===== config.mk =====
export PLATFORM = sky130hd
export DESIGN_NAME = ecm_class_filter_unit
export DESIGN_NICKNAME = d
export VERILOG_FILES = /design/src/hdl/ecf_pkg.sv /design/src/hdl/ecm_class_filter_unit.sv /design/src/hdl/ecf_cfg_regs.sv /design/src/hdl/ecf_scan.sv
export SDC_FILE = /design/constraint.sdc
export NUM_CORES = 1
export LEC_CHECK = 0
export BUFFER_PORTS_ARGS = -buffer_cell sky130_fd_sc_hd__buf_2
export CAP_MARGIN = 10
export CORE_MARGIN = 8
export CORE_UTILIZATION = 40
export CTS_CLUSTER_SIZE = 30
export DETAILED_ROUTE_END_ITERATION = 8
export SYNTH_ARGS = -nofsm -noshare
export SYNTH_HDL_FRONTEND = slang
export SYNTH_SLANG_ARGS = --single-unit

===== constraint.sdc =====
create_clock -name aclk -period 9.17 [get_ports aclk]
set_input_delay 0.4585 -clock aclk [delete_from_list [all_inputs] [get_ports aclk]]
set_output_delay 0.4585 -clock aclk [all_outputs]
set_load 0.02 [all_outputs]

===== src/hdl/ecf_pkg.sv =====
// ecf_pkg: shared types and constants of the entitlement message class filter
// no dependencies

package ecf_pkg;

    localparam int MAX_MESSAGE_BYTES = 512;
    localparam int POS_W             = $clog2(MAX_MESSAGE_BYTES + 1);

    localparam logic [15:0] CHECKED_SYSTEM = 16'h0500;
    localparam logic [7:0]  CLASS_MARK     = 8'hE2;
    localparam logic [7:0]  LATE_FLAG      = 8'hD2;
    localparam logic [7:0]  END_MARK       = 8'hEA;

    localparam logic [3:0] SCAN_START_EARLY = 4'd9;
    localparam logic [3:0] SCAN_START_LATE  = 4'd12;
    localparam logic [3:0] LATE_FLAG_POS    = 4'd4;

    localparam int CFG_IDX_W = 4;
    localparam logic [CFG_IDX_W-1:0] CFG_BLOCKED_0 = 4'd0;
    localparam logic [CFG_IDX_W-1:0] CFG_BLOCKED_1 = 4'd1;
    localparam logic [CFG_IDX_W-1:0] CFG_BLOCKED_2 = 4'd2;
    localparam logic [CFG_IDX_W-1:0] CFG_BLOCKED_3 = 4'd3;
    localparam logic [CFG_IDX_W-1:0] CFG_ALLOWED_0 = 4'd4;
    localparam logic [CFG_IDX_W-1:0] CFG_ALLOWED_1 = 4'd5;
    localparam logic [CFG_IDX_W-1:0] CFG_ALLOWED_2 = 4'd6;
    localparam logic [CFG_IDX_W-1:0] CFG_ALLOWED_3 = 4'd7;

    localparam logic [1:0] VERDICT_UNCHECKED = 2'd0;
    localparam logic [1:0] VERDICT_ACCEPT    = 2'd1;
    localparam logic [1:0] VERDICT_BLOCKED   = 2'd2;
    localparam logic [1:0] VERDICT_NO_MATCH  = 2'd3;

    typedef struct packed {
        logic [255:0] blocked;
        logic [255:0] allowed;
    } class_maps_t;

endpackage


===== src/hdl/ecm_class_filter_unit.sv =====
// ecm_class_filter_unit: class filter for entitlement message byte streams
// depends on ecf_pkg, ecf_cfg_regs, ecf_scan
// a last beat goes through the input register and result register to m_tvalid
// throughput: one byte beat per cycle; a last beat stalls on an unaccepted verdict
// reset: aresetn low clears bitmaps, message state and both valid flags

module ecm_class_filter_unit (
    input  logic                          aclk,
    input  logic                          aresetn,
    input  logic                          s_tvalid,
    output logic                          s_tready,
    input  logic [23:0]                   s_tdata,  // data_byte[7:0], system_id[23:8]
    input  logic                          s_tlast,
    output logic                          m_tvalid,
    input  logic                          m_tready,
    output logic [15:0]                   m_tdata,  // verdict[1:0], classes_found[9:2]
    input  logic                          cfg_valid,
    output logic                          cfg_ready,
    input  logic [ecf_pkg::CFG_IDX_W-1:0] cfg_index,
    input  logic [63:0]                   cfg_data
);
    import ecf_pkg::*;

    class_maps_t maps;
    logic [1:0]  verdict;
    logic [7:0]  classes_found;

    ecf_cfg_regs u_cfg (
        .aclk      (aclk),
        .aresetn   (aresetn),
        .cfg_valid (cfg_valid),
        .cfg_ready (cfg_ready),
        .cfg_index (cfg_index),
        .cfg_data  (cfg_data),
        .maps      (maps)
    );

    ecf_scan u_scan (
        .aclk         (aclk),
        .aresetn      (aresetn),
        .in_valid     (s_tvalid),
        .in_ready     (s_tready),
        .in_byte      (s_tdata[7:0]),
        .in_system_id (s_tdata[23:8]),
        .in_last      (s_tlast),
        .maps         (maps),
        .out_valid    (m_tvalid),
        .out_ready    (m_tready),
        .out_verdict  (verdict),
        .out_classes  (classes_found)
    );

    assign m_tdata = {6'd0, classes_found, verdict};

endmodule


===== src/hdl/ecf_cfg_regs.sv =====
// ecf_cfg_regs: blocked and allowed class bitmap registers
// depends on ecf_pkg

module ecf_cfg_regs (
    input  logic                         aclk,
    input  logic                         aresetn,
    input  logic                         cfg_valid,
    output logic                         cfg_ready,
    input  logic [ecf_pkg::CFG_IDX_W-1:0] cfg_index,
    input  logic [63:0]                  cfg_data,
    output ecf_pkg::class_maps_t         maps
);
    import ecf_pkg::*;

    logic [255:0] blocked_reg;
    logic [255:0] allowed_reg;

    assign cfg_ready = 1'b1;

    always_ff @(posedge aclk) begin
        if (!aresetn) begin
            blocked_reg <= '0;
            allowed_reg <= '0;
        end else if (cfg_valid) begin
            case (cfg_index)
                CFG_BLOCKED_0: blocked_reg[63:0]    <= cfg_data;
                CFG_BLOCKED_1: blocked_reg[127:64]  <= cfg_data;
                CFG_BLOCKED_2: blocked_reg[191:128] <= cfg_data;
                CFG_BLOCKED_3: blocked_reg[255:192] <= cfg_data;
                CFG_ALLOWED_0: allowed_reg[63:0]    <= cfg_data;
                CFG_ALLOWED_1: allowed_reg[127:64]  <= cfg_data;
                CFG_ALLOWED_2: allowed_reg[191:128] <= cfg_data;
                CFG_ALLOWED_3: allowed_reg[255:192] <= cfg_data;
                default: ;
            endcase
        end
    end

    assign maps.blocked = blocked_reg;
    assign maps.allowed = allowed_reg;

endmodule


===== src/hdl/ecf_scan.sv =====
// ecf_scan: input register, per-byte scan state update and verdict register
// depends on ecf_pkg

module ecf_scan (
    input  logic                 aclk,
    input  logic                 aresetn,
    input  logic                 in_valid,
    output logic                 in_ready,
    input  logic [7:0]           in_byte,
    input  logic [15:0]          in_system_id,
    input  logic                 in_last,
    input  ecf_pkg::class_maps_t maps,
    output logic                 out_valid,
    input  logic                 out_ready,
    output logic [1:0]           out_verdict,
    output logic [7:0]           out_classes
);
    import ecf_pkg::*;

    localparam logic [2:0] MODE_HEADER = 3'd0;
    localparam logic [2:0] MODE_SCAN   = 3'd1;
    localparam logic [2:0] MODE_LEN    = 3'd2;
    localparam logic [2:0] MODE_SKIP   = 3'd3;
    localparam logic [2:0] MODE_DONE   = 3'd4;

    function automatic logic [2:0] scan_of(input logic [7:0] b);
        if (b == CLASS_MARK)    return MODE_LEN;
        else if (b == END_MARK) return MODE_DONE;
        else                    return MODE_SCAN;
    endfunction

    // input stage
    logic        ivalid_reg;
    logic [7:0]  ibyte_reg;
    logic [15:0] isys_reg;
    logic        ilast_reg;

    // per-message state
    logic [POS_W-1:0] pos_reg, pos_next;
    logic [2:0]       mode_reg, mode_next;
    logic             late_reg, late_next;
    logic [7:0]       skip_reg, skip_next;
    logic             blk_reg, blk_next;
    logic             alw_reg, alw_next;
    logic [7:0]       cnt_reg, cnt_next;

    // result stage
    logic       ovalid_reg;
    logic [1:0] overdict_reg, overdict_next;
    logic [7:0] ocnt_reg;

    logic       out_free;
    logic       advance;
    logic [2:0] mode_eff;
    logic       take;
    logic       any_blk;
    logic       any_alw;

    assign out_free = !ovalid_reg || out_ready;
    assign advance  = ivalid_reg && (!ilast_reg || out_free);
    assign in_ready = !ivalid_reg || advance;
    assign any_blk  = |maps.blocked;
    assign any_alw  = |maps.allowed;

    always_comb begin
        pos_next  = pos_reg;
        mode_next = mode_reg;
        late_next = late_reg;
        skip_next = skip_reg;
        blk_next  = blk_reg;
        alw_next  = alw_reg;
        cnt_next  = cnt_reg;
        mode_eff  = mode_reg;
        take      = 1'b0;
        overdict_next = VERDICT_ACCEPT;

        if (pos_reg < POS_W'(MAX_MESSAGE_BYTES)) begin
            if (pos_reg == POS_W'(LATE_FLAG_POS))
                late_next = (ibyte_reg == LATE_FLAG);
            if (mode_reg == MODE_HEADER &&
                pos_reg >= POS_W'(late_next ? SCAN_START_LATE : SCAN_START_EARLY))
                mode_eff = MODE_SCAN;
            mode_next = mode_eff;
            case (mode_eff)
                MODE_SCAN: mode_next = scan_of(ibyte_reg);
                MODE_LEN: begin
                    if (ibyte_reg == 8'd0) begin
                        take = 1'b1;
                    end else begin
                        skip_next = ibyte_reg - 8'd1;
                        mode_next = MODE_SKIP;
                    end
                end
                MODE_SKIP: begin
                    if (skip_reg == 8'd0) take = 1'b1;
                    else                  skip_next = skip_reg - 8'd1;
                end
                default: ;
            endcase
            pos_next = pos_reg + POS_W'(1);
        end

        if (take) begin
            if (maps.blocked[ibyte_reg]) begin
                blk_next  = 1'b1;
                mode_next = MODE_DONE;
            end else begin
                if (cnt_reg != 8'hFF) cnt_next = cnt_reg + 8'd1;
                if (maps.allowed[ibyte_reg]) alw_next = 1'b1;
                mode_next = scan_of(ibyte_reg);
            end
        end

        if (isys_reg != CHECKED_SYSTEM)
            overdict_next = VERDICT_UNCHECKED;
        else if (!any_blk && !any_alw)
            overdict_next = VERDICT_ACCEPT;
        else if (blk_next)
            overdict_next = VERDICT_BLOCKED;
        else if (cnt_next != 8'd0 && any_alw && !alw_next)
            overdict_next = VERDICT_NO_MATCH;
        else
            overdict_next = VERDICT_ACCEPT;
    end

    always_ff @(posedge aclk) begin
        if (!aresetn) begin
            ivalid_reg <= 1'b0;
        end else if (in_ready) begin
            ivalid_reg <= in_valid;
        end
        if (in_ready && in_valid) begin
            ibyte_reg <= in_byte;
            isys_reg  <= in_system_id;
            ilast_reg <= in_last;
        end
    end

    always_ff @(posedge aclk) begin
        if (!aresetn) begin
            pos_reg  <= '0;
            mode_reg <= MODE_HEADER;
            late_reg <= 1'b0;
            skip_reg <= '0;
            blk_reg  <= 1'b0;
            alw_reg  <= 1'b0;
            cnt_reg  <= '0;
        end else if (advance) begin
            if (ilast_reg) begin
                pos_reg  <= '0;
                mode_reg <= MODE_HEADER;
                late_reg <= 1'b0;
                skip_reg <= '0;
                blk_reg  <= 1'b0;
                alw_reg  <= 1'b0;
                cnt_reg  <= '0;
            end else begin
                pos_reg  <= pos_next;
                mode_reg <= mode_next;
                late_reg <= late_next;
                skip_reg <= skip_next;
                blk_reg  <= blk_next;
                alw_reg  <= alw_next;
                cnt_reg  <= cnt_next;
            end
        end
    end

    always_ff @(posedge aclk) begin
        if (!aresetn) begin
            ovalid_reg <= 1'b0;
        end else if (advance && ilast_reg) begin
            ovalid_reg <= 1'b1;
        end else if (out_ready) begin
            ovalid_reg <= 1'b0;
        end
        if (advance && ilast_reg) begin
            overdict_reg <= overdict_next;
            ocnt_reg     <= cnt_next;
        end
    end

    assign out_valid   = ovalid_reg;
    assign out_verdict = overdict_reg;
    assign out_classes = ocnt_reg;

endmodule


## Word level (Yosys, flattened, before mapping)

Index checks and enable logic that the tools add are counted.

| word-level totals | value |
|---|---|
| flip-flop bits (word level) | 581 |
| latch bits | 0 |
| bits in writable memories | 0 |
| bits in read-only memories | 0 |
| output and inout bits | 19 |
| logic and storage cells | 133 |
| memories | 0 |

| cells by class | value |
|---|---|
| $add $sub $neg | 4 |
| multiply operators | 0 |
| divide/modulo/power cells | 0 |
| order comparisons | 3 |
| equality and inequality tests | 18 |
| shifts and indexed selects | 0 |
| muxes and demuxes | 46 |
| bitwise gates (word level) | 0 |
| reduce and logical (&&, ||, !) cells | 39 |

Operator list:

| operator | count |
|---|---|
| $reduce_or A256 Y1 | 2 |
| $mux W8 | 8 |
| $mux W3 | 10 |
| $eq A8 B8 Y1 const B | 3 |
| $mux W10 | 2 |
| $reduce_and A2 Y1 | 10 |
| $mux W1 | 19 |
| $bmux W1 S8 | 2 |
| $eq A4 B3 Y1 const B | 4 |
| $logic_not A8 Y1 | 2 |
| $ne A16 B11 Y1 const B | 1 |
| $pmux W8 S2 | 1 |
| $sub A8 B1 Y8 const B | 2 |
| $add A10 B1 Y10 const B | 1 |
| $eq A10 B3 Y1 const B | 1 |
| $ge A10 B10 Y1 | 1 |
| $lt A10 B10 Y1 const B | 1 |
| $lt A8 B9 Y1 const B | 1 |
| $add A8 B1 Y8 const B | 1 |
| $eq A4 B2 Y1 const B | 2 |
| $ne A8 B8 Y1 const B | 1 |
| $reduce_bool A8 Y1 | 1 |
| $logic_and A1 B1 Y1 | 7 |
| $eq A3 B2 Y1 const B | 2 |
| other kinds (14) | 25 |

## Logic depth before layout (Yosys ltp)

| depth | value |
|---|---|
| word-level depth | 18 |
| gate-level depth with buffers | 14 |
| depth with buffers taken out | 9 |

## By module

Synthesis repeated with hierarchy kept, for this count alone.

| second synthesis, totals | value |
|---|---|
| cell total of the unflattened synthesis | 2,570 |
| area, all modules | 27,136.0 µm² |

Modules (own cells, without submodules):

| module | instances | cells each | area each (µm²) |
|---|---|---|---|
| ecf_cfg_regs | 1 | 1,732 | 18,368.9 |
| ecf_scan | 1 | 831 | 8,718.4 |
| ecm_class_filter_unit | 1 | 7 | 48.8 |

## Least setup slack after synthesis

Ideal clock, no wire load.

| path | value |
|---|---|
| kind | register -> register |
| start | register u_scan.ibyte_reg[1] |
| end | register u_scan.ocnt_reg[3] (netlist: u_scan.out_classes[3]) (data pin) |
| setup time | 0.259 ns |
| data arrival time | 2.827 ns |
| setup slack | 6.083 ns |
| stages on the path, launching flop included | 10 |
| period minus slack after synthesis | 3.087 ns |
| cell sequence | edfxtp_1 buf_6 mux4_2 mux4_2 nor2_1 and4b_4 a211o_4 a21bo_2 o31a_1 or2_1 |

| between the ends | value |
|---|---|
| word-level cells in the longest chain between the ends | 12 |
| elaborated cells on any way between the ends | 18 |
| classes of those cells | 1 x order compare; 3 x eq/ne; 12 x mux; 2 x reduce/logical |

RTL lines:

| element | RTL line | source |
|---|---|---|
| from (decl) | ecf_scan.sv:34 | `logic [7:0] ibyte_reg;` |
| from (signal assigned) | ecf_scan.sv:133 | `ibyte_reg <= in_byte;` |
| $eq A8 B8 Y1 | ecf_scan.sv:79 | `late_next = (ibyte_reg == LATE_FLAG);` |
| $mux W1 | ecf_scan.sv:78 | `if (pos_reg == POS_W'(LATE_FLAG_POS))` |
| $mux W1 | ecf_scan.sv:77 | `if (pos_reg < POS_W'(MAX_MESSAGE_BYTES)) begin` |
| $mux W3 | ecf_scan.sv:81 | `pos_reg >= POS_W'(late_next ? SCAN_START_LATE : SCAN_START_EARLY))` |
| $ge A10 B10 Y1 | ecf_scan.sv:81 |  |
| $logic_and A1 B1 Y1 | ecf_scan.sv:80 | `if (mode_reg == MODE_HEADER &&` |
| $mux W3 | ecf_scan.sv:80 |  |
| $mux W3 | ecf_scan.sv:77 |  |
| $eq A3 B2 Y1 | ecf_scan.sv:84 | `case (mode_eff)` |
| $pmux W1 S2 | ecf_scan.sv:84 |  |
| $mux W1 | ecf_scan.sv:77 |  |
| $mux W8 * | ecf_scan.sv:103 | `if (take) begin` |
| via u_scan.cnt_next[3] | ecf_scan.sv:45 | `logic [7:0] cnt_reg, cnt_next;` |
| to (signal assigned) | ecf_scan.sv:179 | `ocnt_reg <= cnt_next;` |
| to (decl) | ecf_scan.sv:50 | `logic [7:0] ocnt_reg;` |

The timed path passes the listed nets; every way through them passes the cells marked *. The select of a mux whose other input is x is not followed.
A chain may end at the register's enable or synchronous reset.

## Final worst setup path

| path | value |
|---|---|
| start | register u_scan.ibyte_reg[1] |
| end | register u_scan.overdict_reg[1] (netlist: u_scan.out_verdict[1]) (data pin) |

| between the ends | value |
|---|---|
| word-level cells in the longest chain between the ends | 17 |
| elaborated cells on any way between the ends | 31 |
| classes of those cells | 1 x order compare; 3 x eq/ne; 21 x mux; 6 x reduce/logical |

RTL lines:

| element | RTL line | source |
|---|---|---|
| $eq A8 B8 Y1 | ecf_scan.sv:79 |  |
| $mux W1 | ecf_scan.sv:78 |  |
| $mux W1 | ecf_scan.sv:77 |  |
| $mux W3 | ecf_scan.sv:81 |  |
| $ge A10 B10 Y1 | ecf_scan.sv:81 |  |
| $logic_and A1 B1 Y1 | ecf_scan.sv:80 |  |
| $mux W3 | ecf_scan.sv:80 |  |
| $mux W3 | ecf_scan.sv:77 |  |
| $eq A3 B2 Y1 | ecf_scan.sv:84 |  |
| $pmux W1 S2 | ecf_scan.sv:84 |  |
| $mux W1 | ecf_scan.sv:77 |  |
| $mux W8 | ecf_scan.sv:103 |  |
| $reduce_bool A8 Y1 | ecf_scan.sv:120 | `else if (cnt_next != 8'd0 && any_alw && !alw_next)` |
| $logic_and A1 B1 Y1 (2 in a row) | ecf_scan.sv:120 |  |
| $mux W2 | ecf_scan.sv:120 |  |
| $mux W2 * | ecf_scan.sv:118 | `else if (blk_next)` |
| to (signal assigned) | ecf_scan.sv:178 | `overdict_reg <= overdict_next;` |
| to (decl) | ecf_scan.sv:49 | `logic [1:0] overdict_reg, overdict_next;` |

Mark *: on every way between the ends. The rest lies on a longest branch, timed or not. The select of a mux whose other input is x is not followed.

==> results.md <==
- **run status** finished clean
- **distinct cell type count of the synthesized netlist** 72
- **iteration count of the initial detailed-routing pass** 5
- **antenna violations before repair** 2
- **total negative slack for setup checks** 0 ps
- **post-DP HPWL** 59.9 mm
- **Initial Util** 40.1%
- **I/O pin count** 117
- **Levels on crit path** 10
- **root buffer cell** sky130_fd_sc_hd__clkbuf_16
- **total track usage** 23.8%
- **Final Max Slew Viols** 0
- **Combinational Power Share** 7.6%
- **clk_lat worst skew** 630 ps
- **share of synthesized area spent on multiplexers** 13.0%
- **Critical Setup Path Class** reg -> reg
- **pin count of the biggest net entering global routing** 172
- **Synth Area in Adders** 0.187%
- **final wirelength** 92.2 mm
- **Internal Dissipation** 4200 µW
- **data required time of the critical path** 9510 ps
- **portion of the clock cycle consumed by the worst path in the final layout** 52.2%
- **Wirelength per Cell** 22.8 µm
- **detail-routed via count per cell** 5.86
- **most frequently used flop master after synthesis** sky130_fd_sc_hd__dfxtp_1
- **largest stage delay on the critical path** 730 ps
- **wire length on met3** 8.46 mm
- **Psw** 1470 µW
- **register bit total from synthesis** 581
- **Worst R2R Path Depth** 10
- **top fanout value on the critical path** 148
- **gate count after technology mapping** 3,172
- **per-instance average area after synthesis** 8.44 µm²
- **count of synthesis-stage warnings from yosys** 0
- **proportion of synthesized chip area in sequential cells** 44.8%
- **core box area** 66,700 µm²
- **endpoint class of the critical path** register
- **CP Launch Type** register
- **P per Cell Area** 192 nW/µm²
- **Max Used Layer** met4
- **share of synthesized registers carrying an async set or reset** 0%
- **post-layout power** 5670 µW
- **worst path arrival time** 5130 ps
- **setup repair after global routing missed its margin** false
- **buffers and inverters on the worst path** 1
- **number of standard cells in the layout, taps in and fillers out** 4,037
- **Switching Fraction** 25.9%
- **cell chain of the critical path** buf_12 > mux4_2 > mux2i_1 > nor2_1 > a311oi_2 > a22oi_1 > o221ai_2 > nand4_1 > a222oi_1 > a31oi_1
- **Simple-Gate Fraction of Synth Area** 22.7%
- **fraction of the mapped netlist area in compound gates** 13.2%
- **cell with the largest stage delay on the worst path** sky130_fd_sc_hd__o221ai_2
- **summed instance area of the synthesized netlist** 26,800 µm²
- **count of filler cells inserted in the layout** 6,588
- **wire length on met1** 40.8 mm
- **dominant combinational cell family by area after synthesis** simple AND/OR/NAND/NOR gates
- **full die area** 75,500 µm²
- **fraction of synthesized cell area in xor and xnor cells** 0.393%
- **GPL Wtd Cong** 0.887
- **number of gates resized after CTS** 0
- **LEAKAGE** 0.00995 µW
- **total number of placement rows** 95
- **Max rail drop VDD** 0.121 mV
- **overall die width** 275 µm
- **worst clock skew on the final layout** 30.8 ps
- **number of buffers inserted during clock tree synthesis** 66
- **Clock Path Buffers** 3
- **first-pass GRT wire length** 139 mm
- **Min Hold Slack** 29.7 ps
- **number of maximum-capacitance constraint violations** 0
- **total met2 wirelength after detailed routing** 40.3 mm
- **TritonCTS clock tree** done
- **Hold Path Cell Cnt** 1
- **endpoints failing hold** 0
- **number of DRC violations after detailed-routing iteration 0** 2,820
- **CTS Sinks** 581
- **final number of setup-violating endpoints** 0
- **top cell family by delay on the critical path** compound AO/OA/AOI/OAI gates
- **aggregate global routing overflow** 0
- **PortBufs** 109
- **H-Tree Level Count** 3
- **number of flops mapped to enable cells by yosys** 35
- **Placed Instances** 3,901
- **overall die height** 275 µm
- **number of global-route vias before repair** 21,700
- **Min Clock Period, post-route** 4790 ps
- **share of final-layout standard cells stronger than drive strength 1** 12.4%
- **Worst slew margin** 17.6%
- **Syn-to-layout area delta** 10.5%
- **fraction of power consumed by the clock network** 46.2%
- **clock-pin slew on the worst setup and hold paths** 60 ps
- **remaining routing DRC violations** 0
- **worst hold-check path type** in -> reg
- **Final Net Count** 3,215
- **transition time at the pin with the least slew margin** 1220 ps
- **Final ANT Viol Nets** 0
- **total vias in the final route** 23,700
- **Peak Freq** 209 MHz
- **part of the total power dissipated in sequential elements** 46.2%
[through the flow]
stage,area [µm²],util (%),setup slack [ps]
finish,29600,44.3,4380
detailed placement,27300,40.9,4500
global route,29600,44.3,4170
CTS,29600,44.3,4480
floorplan,26800,-,6080
global placement,27300,40.9,4540
[cells in the final DEF, fill, tap and decap left out, drive strengths merged, types with 18 or more instances in the layout]
cell type / Yosys / routed
buf: 123 / 145
mux4: 121 / 121
edfxtp: 35 / 35
nand3: 18 / 18
inv: 14 / 20
dfxtp: 546 / 546
clkbuf: 171 / 91
nor4: 144 / 144
nand2: 1071 / 1071
a21oi: 555 / 555
nor2: 54 / 54
o21ai: 24 / 24
nand4: 47 / 47
a22oi: 25 / 25
mux2i: 69 / 69
[power by group through the flow]
stage	registers (µW)	clock network [µW]	logic [µW]
floorplan	2660	0	281
global placement	2670	0	416
detailed placement	2670	0	417
CTS	2620	2650	424
global route	2620	2770	451
finish	2620	2620	432
[cell usage after synthesis, drive strengths merged (3+ instances only)]
cell type,number,share of area [%]
o22ai,3,0.070
mux2,3,0.13
xnor2,6,0.20
and2,10,0.23
clkinv,3,0.042
nor2b,7,0.16
a211o,3,0.13
clkbuf,171,2.4
inv,14,0.20
nor2,54,0.76
or2,6,0.14
a22oi,25,0.70
buf,123,3.2
a21oi,555,10
or3,5,0.12
and3,7,0.16
nand3b,7,0.20
nand4b,6,0.20
nand2,1071,15
nor3b,4,0.11
xor2,6,0.20
a32oi,3,0.098
nand3,18,0.34
a31oi,9,0.21
nor4,144,3.4
mux2i,69,2.6
edfxtp,35,3.9
dfxtp,546,41
mux4,121,10
a31o,5,0.16
ha,4,0.19
o21ai,24,0.45
a22o,3,0.098
nor3,16,0.30
nand4,47,1.1
nand2b,5,0.12
[area by class of cell]
| class | instances | area (µm²) | area share [%] |
|---|---|---|---|
| diodes | 2 | 5.00 | 0.0169 |
| clock buffers | 91 | 1850 | 6.24 |
| clock inverters | 26 | 278 | 0.939 |
| inverters | 17 | 71.3 | 0.241 |
| multi-input cells | 2285 | 13300 | 45.0 |
| flip-flops and latches | 581 | 12000 | 40.5 |
| well taps | 873 | 1090 | 3.69 |
| repair buffers | 162 | 998 | 3.38 |
[layer usage]
| layer | GRT usage, % | vias to the layer above |
|---|---|---|
| li1 | - | 10900 |
| met1 | 34.8 | 11500 |
| met2 | 35.4 | 1064 |
| met3 | 4.04 | 175 |
| met4 | 7.57 | 0 |
| met5 | 0 | - |
[worst paths after layout]
check                                              to  slack (ps)                           from
setup / recovery  u_scan.out_verdict[1]$_SDFFCE_PP0P_        4380  u_scan.ibyte_reg[1]$_DFFE_PP_
hold / removal          u_scan.ibyte_reg[3]$_DFFE_PP_          30                     s_tdata[3]
setup reg to reg  u_scan.out_verdict[1]$_SDFFCE_PP0P_        4380  u_scan.ibyte_reg[1]$_DFFE_PP_
hold reg to reg          u_scan.late_reg$_SDFFE_PN0P_         460   u_scan.late_reg$_SDFFE_PN0P_
[cells by family (layout without fill, tap and decap cells)]
kind of cell	count (synthesis)	count (layout)
AOI/OAI and AO/OA	654	654
and+or+nand+nor	1415	1415
xor gates and xnor gates	12	12
buffers and inverters	311	296
adders and majority gates	4	4
muxes	193	193
DFF	581	581
other	2	9
[repair_timing]
action                    CTS  global route
setup buffers               0             0
hold endpoints to repair   17             0
hold buffers               17             0
No activity file was read; power rests on OpenSTA's default activity.
